--- config.mk ---
export PLATFORM = sky130hd
export DESIGN_NAME = floor_switch_position_tracker
export DESIGN_NICKNAME = d
export VERILOG_FILES = /design/src/rtl/fspt_pkg.sv /design/src/rtl/fspt_vote.sv /design/src/rtl/floor_switch_position_tracker.sv
export VERILOG_INCLUDE_DIRS = /design/src /design/src/rtl
export SDC_FILE = /design/constraint.sdc
export NUM_CORES = 1
export LEC_CHECK = 0
export BUFFER_PORTS_ARGS = -buffer_cell sky130_fd_sc_hd__buf_4
export CORE_ASPECT_RATIO = 2
export CORE_MARGIN = 4
export CORE_UTILIZATION = 44
export CTS_CLUSTER_SIZE = 30
export DETAILED_ROUTE_END_ITERATION = 8
export GPL_ROUTABILITY_DRIVEN = 1
export HOLD_SLACK_MARGIN = 0.08
export PLACE_DENSITY = 0.67
export RECOVER_POWER = 50
export SETUP_SLACK_MARGIN = 0.2
export SYNTH_ARGS = -nofsm -noshare
export SYNTH_HDL_FRONTEND = slang
export SYNTH_SLANG_ARGS = --single-unit
--- constraint.sdc ---
create_clock -name clk -period 22.9 [get_ports clk]
set_input_delay 6.87 -clock clk [delete_from_list [all_inputs] [get_ports clk]]
set_output_delay 6.87 -clock clk [all_outputs]
set_load 0.01 [all_outputs]
--- src/rtl/assert_macros.svh ---
// ----------------------------------------------------------------------------
// assert_macros
// Assertion helpers shared by the RTL. Clock is clk, reset is rst_n (active low).
// ----------------------------------------------------------------------------
`ifndef ASSERT_MACROS_SVH
`define ASSERT_MACROS_SVH

// Same-cycle implication, checked outside reset.
`define FSPT_ASSERT_NOW(label, ante, cons) \
  label: assert property (@(posedge clk) disable iff (!rst_n) (ante) |-> (cons)) \
    else $error("same-cycle check failed");

// Next-cycle implication, checked outside reset.
`define FSPT_ASSERT_NEXT(label, ante, cons) \
  label: assert property (@(posedge clk) disable iff (!rst_n) (ante) |=> (cons)) \
    else $error("next-cycle check failed");

`endif

--- src/rtl/fspt_pkg.sv ---
// ----------------------------------------------------------------------------
// fspt_pkg
// Shared constants and types for the floor switch position tracker.
// ----------------------------------------------------------------------------
package fspt_pkg;

  localparam int SAMPLE_FIELDS    = 8;
  localparam int SAMPLES_PER_TICK = 8;
  // samples that take part in the vote, limited to the fields present
  localparam int VOTE_N = (SAMPLES_PER_TICK < 1) ? 1 :
                          (SAMPLES_PER_TICK > SAMPLE_FIELDS) ? SAMPLE_FIELDS :
                          SAMPLES_PER_TICK;
  localparam int CNT_W  = $clog2(VOTE_N + 1);

  localparam int CODE_W  = 2;
  localparam int FLOOR_W = 8;
  localparam int EV_W    = 2;

  // switch codes: bit 1 upper, bit 0 lower
  localparam logic [CODE_W-1:0] CODE_CLEAR = 2'd0;
  localparam logic [CODE_W-1:0] CODE_LOWER = 2'd1;
  localparam logic [CODE_W-1:0] CODE_UPPER = 2'd2;
  localparam logic [CODE_W-1:0] CODE_BOTH  = 2'd3;

  // step events
  localparam logic [EV_W-1:0] EV_NONE = 2'd0;
  localparam logic [EV_W-1:0] EV_UP   = 2'd1;
  localparam logic [EV_W-1:0] EV_DOWN = 2'd2;

  // configuration register indexes
  localparam logic REG_FILTER_MODE = 1'b0;

  typedef logic [SAMPLE_FIELDS-1:0][CODE_W-1:0] sample_arr_t;

endpackage

--- src/rtl/fspt_vote.sv ---
// ----------------------------------------------------------------------------
// fspt_vote
// Majority vote over one tick's switch samples; the lowest code wins a tie.
// ----------------------------------------------------------------------------
module fspt_vote (
  input  fspt_pkg::sample_arr_t        samples,
  output logic [fspt_pkg::CODE_W-1:0]  vote
);
  import fspt_pkg::*;

  logic [3:0][CNT_W-1:0] cnt;

  always_comb begin
    for (int c = 0; c < 4; c++) begin
      cnt[c] = '0;
      for (int i = 0; i < VOTE_N; i++) begin
        if (samples[i] == CODE_W'(c)) begin
          cnt[c] = cnt[c] + CNT_W'(1);
        end
      end
    end
  end

  // strict compare keeps the lower code on a tie
  always_comb begin
    vote = CODE_CLEAR;
    for (int c = 1; c < 4; c++) begin
      if (cnt[c] > cnt[vote]) begin
        vote = CODE_W'(c);
      end
    end
  end

endmodule

--- src/rtl/floor_switch_position_tracker.sv ---
// ----------------------------------------------------------------------------
// floor_switch_position_tracker
// Votes each tick's switch samples and tracks the floor count from passages.
// ----------------------------------------------------------------------------
//  channel | direction | handshake             | payload
//  in_     | slave     | in_tvalid/in_tready   | in_tdata[15:0]: sample0..sample7
//  out_    | master    | out_tvalid/out_tready | out_tdata[15:0]: count, vote, event, armed
//  cfg_    | APB slave | psel/penable, pready  | filter_mode at byte address 0
//
// One word per cycle while out_tready takes the result; a word passes through the
// input register, then the vote and sequencer into the result register.
// The sequencer state moves only when a word passes into the result register.
// A stalled result holds; the input register still takes a word while empty.
// Reset (rst_n, synchronous) clears valids, count, armed, phase, held vote,
// sets the last code to both-on and filter_mode to zero.
module floor_switch_position_tracker (
  input  logic        clk,
  input  logic        rst_n,
  input  logic        in_tvalid,
  output logic        in_tready,
  input  logic [15:0] in_tdata,   // [1:0] sample0 .. [15:14] sample7
  output logic        out_tvalid,
  input  logic        out_tready,
  output logic [15:0] out_tdata,  // [7:0] floor_count, [9:8] voted_code,
                                  // [11:10] step_event, [12] armed, rest zero
  input  logic        cfg_psel,
  input  logic        cfg_penable,
  input  logic        cfg_pwrite,
  input  logic [2:0]  cfg_paddr,
  input  logic [31:0] cfg_pwdata,
  output logic [31:0] cfg_prdata,
  output logic        cfg_pready
);
  import fspt_pkg::*;

  // configuration
  logic mode_r;
  logic cfg_wr;

  // input register
  logic        in_valid_r;
  sample_arr_t samples_r;

  // sequencer state
  logic signed [FLOOR_W-1:0] floor_r, floor_nxt;
  logic                      armed_r, armed_nxt;
  logic [CODE_W-1:0]         last_r, last_nxt;
  logic                      phase_r, phase_nxt;
  logic [CODE_W-1:0]         held_r, held_nxt;

  // result register
  logic                      out_valid_r;
  logic signed [FLOOR_W-1:0] out_floor_r;
  logic [CODE_W-1:0]         out_vote_r;
  logic [EV_W-1:0]           out_ev_r;
  logic                      out_armed_r;

  logic              advance;
  logic              run;
  logic [CODE_W-1:0] vote;
  logic [EV_W-1:0]   ev;

  assign cfg_pready = 1'b1;
  assign cfg_wr     = cfg_psel && cfg_penable && cfg_pwrite && cfg_pready;
  assign cfg_prdata = (cfg_paddr[2] == REG_FILTER_MODE) ? {31'd0, mode_r} : 32'd0;

  always_ff @(posedge clk) begin
    if (!rst_n) begin
      mode_r <= 1'b0;
    end else if (cfg_wr && cfg_paddr[2] == REG_FILTER_MODE) begin
      mode_r <= cfg_pwdata[0];
    end
  end

  assign advance   = in_valid_r && (!out_valid_r || out_tready);
  assign in_tready = !in_valid_r || advance;

  always_ff @(posedge clk) begin
    if (!rst_n) begin
      in_valid_r <= 1'b0;
    end else if (in_tready) begin
      in_valid_r <= in_tvalid;
    end
  end

  always_ff @(posedge clk) begin
    if (in_tready && in_tvalid) begin
      samples_r <= sample_arr_t'(in_tdata);
    end
  end

  fspt_vote u_vote (
    .samples (samples_r),
    .vote    (vote)
  );

  always_comb begin
    floor_nxt = floor_r;
    armed_nxt = armed_r;
    last_nxt  = last_r;
    phase_nxt = phase_r;
    held_nxt  = held_r;
    ev        = EV_NONE;
    run       = 1'b0;

    if (!mode_r) begin
      run = 1'b1;
    end else if (!phase_r) begin
      // capture: hold the vote for the next tick
      held_nxt  = vote;
      phase_nxt = 1'b1;
    end else begin
      run       = (vote == held_r);
      phase_nxt = 1'b0;
    end

    if (run) begin
      if (armed_r) begin
        if (vote != CODE_CLEAR && vote != last_r) begin
          if (last_r == CODE_LOWER && vote == CODE_BOTH) begin
            floor_nxt = floor_r + 8'sd1;
            armed_nxt = 1'b0;
            ev        = EV_UP;
          end else if (last_r == CODE_UPPER && vote == CODE_BOTH) begin
            floor_nxt = floor_r - 8'sd1;
            armed_nxt = 1'b0;
            ev        = EV_DOWN;
          end
          last_nxt = vote;
        end
      end else if (vote == CODE_CLEAR) begin
        last_nxt  = CODE_BOTH;
        armed_nxt = 1'b1;
      end
    end
  end

  always_ff @(posedge clk) begin
    if (!rst_n) begin
      floor_r <= '0;
      armed_r <= 1'b0;
      last_r  <= CODE_BOTH;
      phase_r <= 1'b0;
      held_r  <= CODE_CLEAR;
    end else if (advance) begin
      floor_r <= floor_nxt;
      armed_r <= armed_nxt;
      last_r  <= last_nxt;
      phase_r <= phase_nxt;
      held_r  <= held_nxt;
    end
  end

  always_ff @(posedge clk) begin
    if (!rst_n) begin
      out_valid_r <= 1'b0;
    end else if (advance) begin
      out_valid_r <= 1'b1;
    end else if (out_tready) begin
      out_valid_r <= 1'b0;
    end
  end

  always_ff @(posedge clk) begin
    if (advance) begin
      out_floor_r <= floor_nxt;
      out_vote_r  <= vote;
      out_ev_r    <= ev;
      out_armed_r <= armed_nxt;
    end
  end

  assign out_tvalid = out_valid_r;
  assign out_tdata  = {3'd0, out_armed_r, out_ev_r, out_vote_r, out_floor_r};

`include "assert_macros.svh"

  // a passage always leaves the sequencer disarmed
  `FSPT_ASSERT_NOW(a_step_disarms, out_valid_r && out_ev_r != EV_NONE, !out_armed_r)
  // no event code beyond up and down
  `FSPT_ASSERT_NOW(a_ev_legal, out_valid_r, out_ev_r == EV_NONE || out_ev_r == EV_UP ||
                   out_ev_r == EV_DOWN)
  // an up step moves the count by exactly one
  `FSPT_ASSERT_NEXT(a_up_count, advance && ev == EV_UP, floor_r == $past(floor_r) + 8'sd1)
  // a capture tick in confirm mode never steps
  `FSPT_ASSERT_NEXT(a_capture_quiet, advance && mode_r && !phase_r,
                    out_ev_r == EV_NONE && phase_r)

endmodule
==> results.cfg, run 1 <==
[worst_setup_path]
worst_ep_required_time_ps = 16030
timing.critical_path.slowest_stage_cell = nor2b_1
r2r_setup_slack_ps = 12670
path_class = in2out
worst_path_largest_cell_delay_ps = 190
critical_path_peak_fanout = 4
timing.critical_path.from_type = primary input
worstReg2RegStart = samples_r[1]
worstPathBufferInverterCount = 2
critical_path.endpoint_type = output pin
cp_top_family = simple AND/OR/NAND/NOR gates
critPathArrivalTime_ps = 7430
worst_r2r_endpoint = out_floor_r[5]
critical_path.cell_chain = clkbuf_4 > nor2b_1 > nand2_1 > buf_4
timing.reg2reg.worst_path_depth = 38

[final_layout]
drive_above_1_share = 0.1154
final_net_count = 695
final_util = 0.4783
finish.instance_area_um2 = 5398
fillers = 1132
insertedDiodeCount = 0
areaGrowthSynthToFinish_pct = 6.309

[clocking]
path_clk_slew_ps = 60
cts_inserted_buffers = 5
htreeDepth = 2
clock_sinks = 46
clock_tree_root_driver_cell = clkbuf_16
post_cts.resized_instances = 0
max_root_sink_buffers = 2
cts_hold_buf = 0
cts_setup_buffers = 0
cts_tree = done
worstSkewPairLatency_ps = 290

[placement]
place_hpwl_mm = 9.307
portBuffers = 40
place_area_um2 = 5291
gp_congestion = 0.8347

[min_path]
timing.hold.worst.class = reg2reg
min_delay_path_depth = 2
hold_path_end = floor_r[7]
worst_hold_startpoint = floor_r[7]

[global_routing]
first_global_vias = 4186
grt_start_max_net_pins = 19
grt_overflow_total = 0
grt_first_pass_wirelength_mm = 19.06
track_usage = 0.1715
antenna_found_initial = 0

[logic_synthesis]
synthTopCellsByArea = edfxtp_1 (17%), ha_1 (9.9%), dfxtp_1 (6.7%)
synth_cell_types = 84
yosys_warnings = 0
syn_area_um2 = 5077
ys_async_rst_share = 0
number_of_synthesized_flops_with_an_enable_pin = 29
synth.ff_latch_count = 46
netlist_instances = 572
yosys.area.top_type = edfxtp_1
yosys_most_used_dff = edfxtp_1
synthMostInstantiatedCell = nand2_1
yosysSeqAreaShare = 0.2385
synth.cells.most_frequent = nand2_1 (53), nor2_1 (42), buf_4 (41)
yosysTopAreaCellShare = 0.1715
postSynthAreaPerCell_um2 = 8.877

[sta]
rsz0062_at_grt = no
report.final.hold_viol_count = 0
timing.fmax_mhz = 69.92
period_needed_ps = 14300
worst_slew_margin_rel = 0.2606
worst_pin_slew_ps = 1109
drv_slew = 0
final.period_utilization = 0.6245
setup_viol_count_final = 0
clock-skew-final_ps = 7.333
final.setup.tns_ps = 0

[detailed_routing]
vias = 4110
wl_per_cell_um = 15.29
routed_wl_mm = 11.32
detailed_router_iteration_count_before_antenna_repair = 4
drtIter0Drc = 168
via_per_inst = 5.554
drc = 0
ant_nets = 0

[die]
num_io_pins = 109
floorplan.initialDensity = 0.4499
row_count = 55
die_w_um = 83.96
die_y_um = 159.9
die-area_um2 = 13430
core_region_area_um2 = 11290

[power]
p_int_mw = 0.2787
static-leakage-power_nw = 2.246
power.share.sequential = 0.206
power_switching_mw = 0.2425
power-per-cell-area_nw_per_um2 = 96.56
worst_ir_drop_vdd_v = 0.00006176
power.share.switching = 0.4654
clockPowerShare = 0.158
combPwrFrac = 0.636

[status]
status = completed

[job]
cap_violations = 0
[metrics by stage]
| stage | power (mW) | cells | setup WS, ps | hold WS [ps] |
|---|---|---|---|---|
| 6_report | 0.5212 | 740 | 8598 | 496.9 |
| 5_1_grt | 0.5613 | 740 | 8570 | 541.6 |
| 4_1_cts | 0.5236 | 740 | 8595 | 500.7 |
| 3_5_place_dp | 0.4405 | 732 | 8599 | 492.5 |
| 3_3_place_gp | 0.4278 | 732 | 8632 | 475.3 |
| 2_1_floorplan | 0.3694 | 605 | 8863 | 463.5 |
[worst max path at each step]
| stage | from | end | slack (ps) | cells past startpoint |
|---|---|---|---|---|
| after global routing | out_tready | in_tready | 8570 | 4 |
| after detailed placement | out_tready | in_tready | 8600 | 4 |
| after CTS | out_tready | in_tready | 8600 | 4 |
| after floorplan | out_tready | in_tready | 8860 | 2 |
| final | out_tready | in_tready | 8600 | 4 |
| after global placement | out_tready | in_tready | 8630 | 4 |
[layer usage]
metal  GRT usage  wire [um]  vias to the layer above
met1      0.1533       3800                     1957
met4     0.07906        380                        0
li1            -          -                     2033
met2      0.3582       6783                       92
met5           0          0                        -
met3     0.02323        353                       28
[sequential cells by signal, summed over array words and instances, names as in the netlist]
register / cells
armed_r: 1
floor_r: 8
held_r: 2
in_valid_r: 1
last_r: 2
mode_r: 1
out_armed_r: 1
out_ev_r: 2
out_floor_r: 8
out_tvalid: 1
out_vote_r: 2
phase_r: 1
samples_r: 16
[cell type report]
cell class	instances	area [um^2]	area share
Multi-Input combinational cell	480	3508	0.6500
Inverter	23	86.33	0.01599
Clock inverter	1	30.03	0.005563
Clock buffer	7	132.6	0.02457
Sequential cell	46	1211	0.2244
Timing Repair Buffer	41	251.5	0.04659
Tap cell	142	177.7	0.03292
[layout by cell type (no fill, tap or decap), types with 11 or more instances in the layout]
master / netlist / routed
mux2i_1: 11 / 11
dfxtp_1: 17 / 17
xnor2_1: 32 / 32
inv_1: 23 / 23
clkbuf_1: 8 / 17
xor2_1: 21 / 21
nand2_1: 53 / 53
ha_1: 40 / 40
nand2b_1: 14 / 14
nor2b_1: 15 / 15
edfxtp_1: 29 / 29
nor2_1: 42 / 42
clkbuf_4: 0 / 17
a21oi_1: 23 / 23
conb_1: 2 / 35
nand3_1: 23 / 23
[kinds of logic (layout without fill, tap and decap cells)]
family	count (synthesis)	after routing	share of synthesized area
xor+xnor	66	66	0.1424
compound gates	95	95	0.1429
buf+inv	79	72	0.09487
fa+ha+maj	40	40	0.09857
simple gates	226	226	0.2435
mux	18	18	0.03770
other cells	2	35	0.001479
flops	46	46	0.2385
[tightest hold or removal path: cells and delay by family, from the launching register on]
kind | cells | cell delay (ps)
compound gates | 2 | 120
flops | 1 | 330
[power by group through the flow]
stage | clock network [mW] | registers (mW) | logic [mW]
2_1_floorplan | 0 | 0.107 | 0.263
3_3_place_gp | 0 | 0.109 | 0.319
3_5_place_dp | 0 | 0.109 | 0.331
4_1_cts | 0.0839 | 0.108 | 0.332
5_1_grt | 0.0867 | 0.108 | 0.366
6_report | 0.0822 | 0.107 | 0.332
(Power assumes the default switching activity.)
==> run 2: changes to the inputs <==
--- a/config.mk
+++ b/config.mk
@@ -6,6 +6,7 @@
 export SDC_FILE = /design/constraint.sdc
 export NUM_CORES = 1
 export LEC_CHECK = 0
+export ABC_AREA = 1
 export BUFFER_PORTS_ARGS = -buffer_cell sky130_fd_sc_hd__buf_4
 export CORE_ASPECT_RATIO = 2
 export CORE_MARGIN = 4
@@ -14,7 +15,7 @@
 export DETAILED_ROUTE_END_ITERATION = 8
 export GPL_ROUTABILITY_DRIVEN = 1
 export HOLD_SLACK_MARGIN = 0.08
-export PLACE_DENSITY = 0.67
+export PLACE_DENSITY = 0.66
 export RECOVER_POWER = 50
 export SETUP_SLACK_MARGIN = 0.2
 export SYNTH_ARGS = -nofsm -noshare
==> constraint.sdc (replaced) <==
create_clock -name clk -period 13.6 [get_ports clk]
set_input_delay 4.08 -clock clk [delete_from_list [all_inputs] [get_ports clk]]
set_output_delay 4.08 -clock clk [all_outputs]
set_load 0.01 [all_outputs]
==> results.cfg, run 2 <==
[status]
status = completed

[detailed_routing]
detailed_router_iteration_count_before_antenna_repair = 4
vias = 4793
via_per_inst = 4.901
routed_wl_mm = 11.78
wl_per_cell_um = 12.05
drc = 0
ant_nets = 0
drtIter0Drc = 184

[sta]
whs_ps = 479.6
worst_slew_margin_rel = 0.4947
rsz0062_at_grt = no
worst_pin_slew_ps = 757.1
setup_viol_count_final = 0
timing.fmax_mhz = 116.4
final_critical_path_setup_slack_ps = 5008
final.setup.tns_ps = 0
drv_slew = 0
report.final.hold_viol_count = 0
final.period_utilization = 0.6318
clock-skew-final_ps = 8.332
period_needed_ps = 8592

[final_layout]
final_util = 0.4868
top_register = samples_r
finish.instance_area_um2 = 5697
highest_count_cells_in_the_layout_ignoring_fill_and_taps = nand2_1 (228), inv_1 (104), nand3_1 (61)
stdcell_count = 978
layout_commonest_cell = nand2_1
flip_flop_count_of_the_largest_register_all_copies_and_words_added = 16
insertedDiodeCount = 0
final_net_count = 930
largestRegisters = samples_r: 16 flops, floor_r: 8 flops, out_floor_r: 8 flops
drive_above_1_share = 0.1537
areaGrowthSynthToFinish_pct = 8.431

[placement]
placed_cells_incl_taps = 970
place_area_um2 = 5554
place_worst_setup_slack_ps = 5005
gp_congestion = 0.9350
place_hpwl_mm = 9.933
portBuffers = 40

[global_routing]
first_global_vias = 4697
grt_start_max_net_pins = 22
grt_first_pass_wirelength_mm = 19.75
antenna_found_initial = 0
track_usage = 0.1756
grt_overflow_total = 0

[clocking]
max_root_sink_buffers = 2
cts_hold_buf = 0
cts_setup_buffers = 0
worstSkewPairLatency_ps = 300
post_cts.resized_instances = 0
cts_inserted_buffers = 5
clock_tree_root_driver_cell = clkbuf_16
clock_sinks = 46
path_clk_slew_ps = 70
cts_tree = done
htreeDepth = 2

[logic_synthesis]
ys_async_rst_share = 0
synthTopCellsByArea = edfxtp_1 (17%), nand2_1 (16%), ha_1 (9.5%)
synth_cell_types = 47
yosys.area.top_type = edfxtp_1
netlist_instances = 796
syn_area_um2 = 5254
synth.ff_latch_count = 46
synthMostInstantiatedCell = nand2_1
yosysTopAreaCellShare = 0.1658
synth.cells.most_frequent = nand2_1 (228), inv_1 (104), nand3_1 (61)
yosys_most_used_dff = edfxtp_1
yosysSeqAreaShare = 0.2305
yosys_warnings = 0
postSynthAreaPerCell_um2 = 6.600
number_of_synthesized_flops_with_an_enable_pin = 29

[die]
die-area_um2 = 13860
floorplan.initialDensity = 0.4490
die_w_um = 85.27
num_io_pins = 109
row_count = 56
core_region_area_um2 = 11700
die_y_um = 162.5

[worst_setup_path]
path_class = in2out
timing.critical_path.from_type = primary input
worstReg2RegStart = samples_r[0]
critical_path_peak_fanout = 3
worst_ep_required_time_ps = 9520
r2r_setup_slack_ps = 5760
timing.reg2reg.worst_path_depth = 47
critical_path.endpoint_type = output pin
worst_r2r_endpoint = out_floor_r[4]
critPathLaunch = out_tready
critPathArrivalTime_ps = 4510

[min_path]
worst_hold_startpoint = last_r[1]
timing.hold.worst.class = reg2reg
hold_path_end = last_r[1]
min_delay_path_depth = 2

[power]
static-leakage-power_nw = 2.955
report.power.total_mw = 0.7452
worst_ir_drop_vdd_v = 0.0001438
power-per-cell-area_nw_per_um2 = 130.8

[job]
cap_violations = 0
## run 2: worst max-delay path, stage by stage
cell      delay (ps)
clkbuf_4         100
inv_1             60
nand3_1          100
buf_4            160
## run 2: layout make-up
type	instances	area, um^2
inverter	124	469.2
tap	145	181.4
sequential	46	1211
multi-input combinational	615	3392
timing repair buffer	40	244.0
fill	1236	6005
clock inverter	2	60.06
clock buffer	6	138.9
## run 2: how the worst max path moves through the flow
stage,end,slack (ps)
2_1_floorplan,in_tready,5260
3_3_place_gp,in_tready,5010
3_5_place_dp,in_tready,5010
4_1_cts,in_tready,5010
5_1_grt,last_r[1],4930
6_report,in_tready,5010
## run 2: cells by family after synthesis
group	share of synthesized area
AND/OR/NAND/NOR	0.3763
AO/OA/AOI/OAI	0.09669
other	0.001429
flip-flops	0.2305
adder cells (fa/ha/maj)	0.09526
buffers and inverters	0.1474
XOR/XNOR	0.05239
## run 2: routing by layer
layer / vias to the layer above / global-route usage / share of wire
li1: 2533 / - / -
met1: 2188 / 0.1450 / 0.33
met2: 47 / 0.3860 / 0.62
met3: 25 / 0.01772 / 0.016
met4: 0 / 0.07565 / 0.030
met5: - / 0 / 0
## run 2: report_power, final
part	total [mW]	switching [mW]	internal, mW
combinational	0.398	0.267	0.131
clock	0.163	0.0531	0.110
sequential	0.184	0.0129	0.171
total	0.745	0.333	0.412
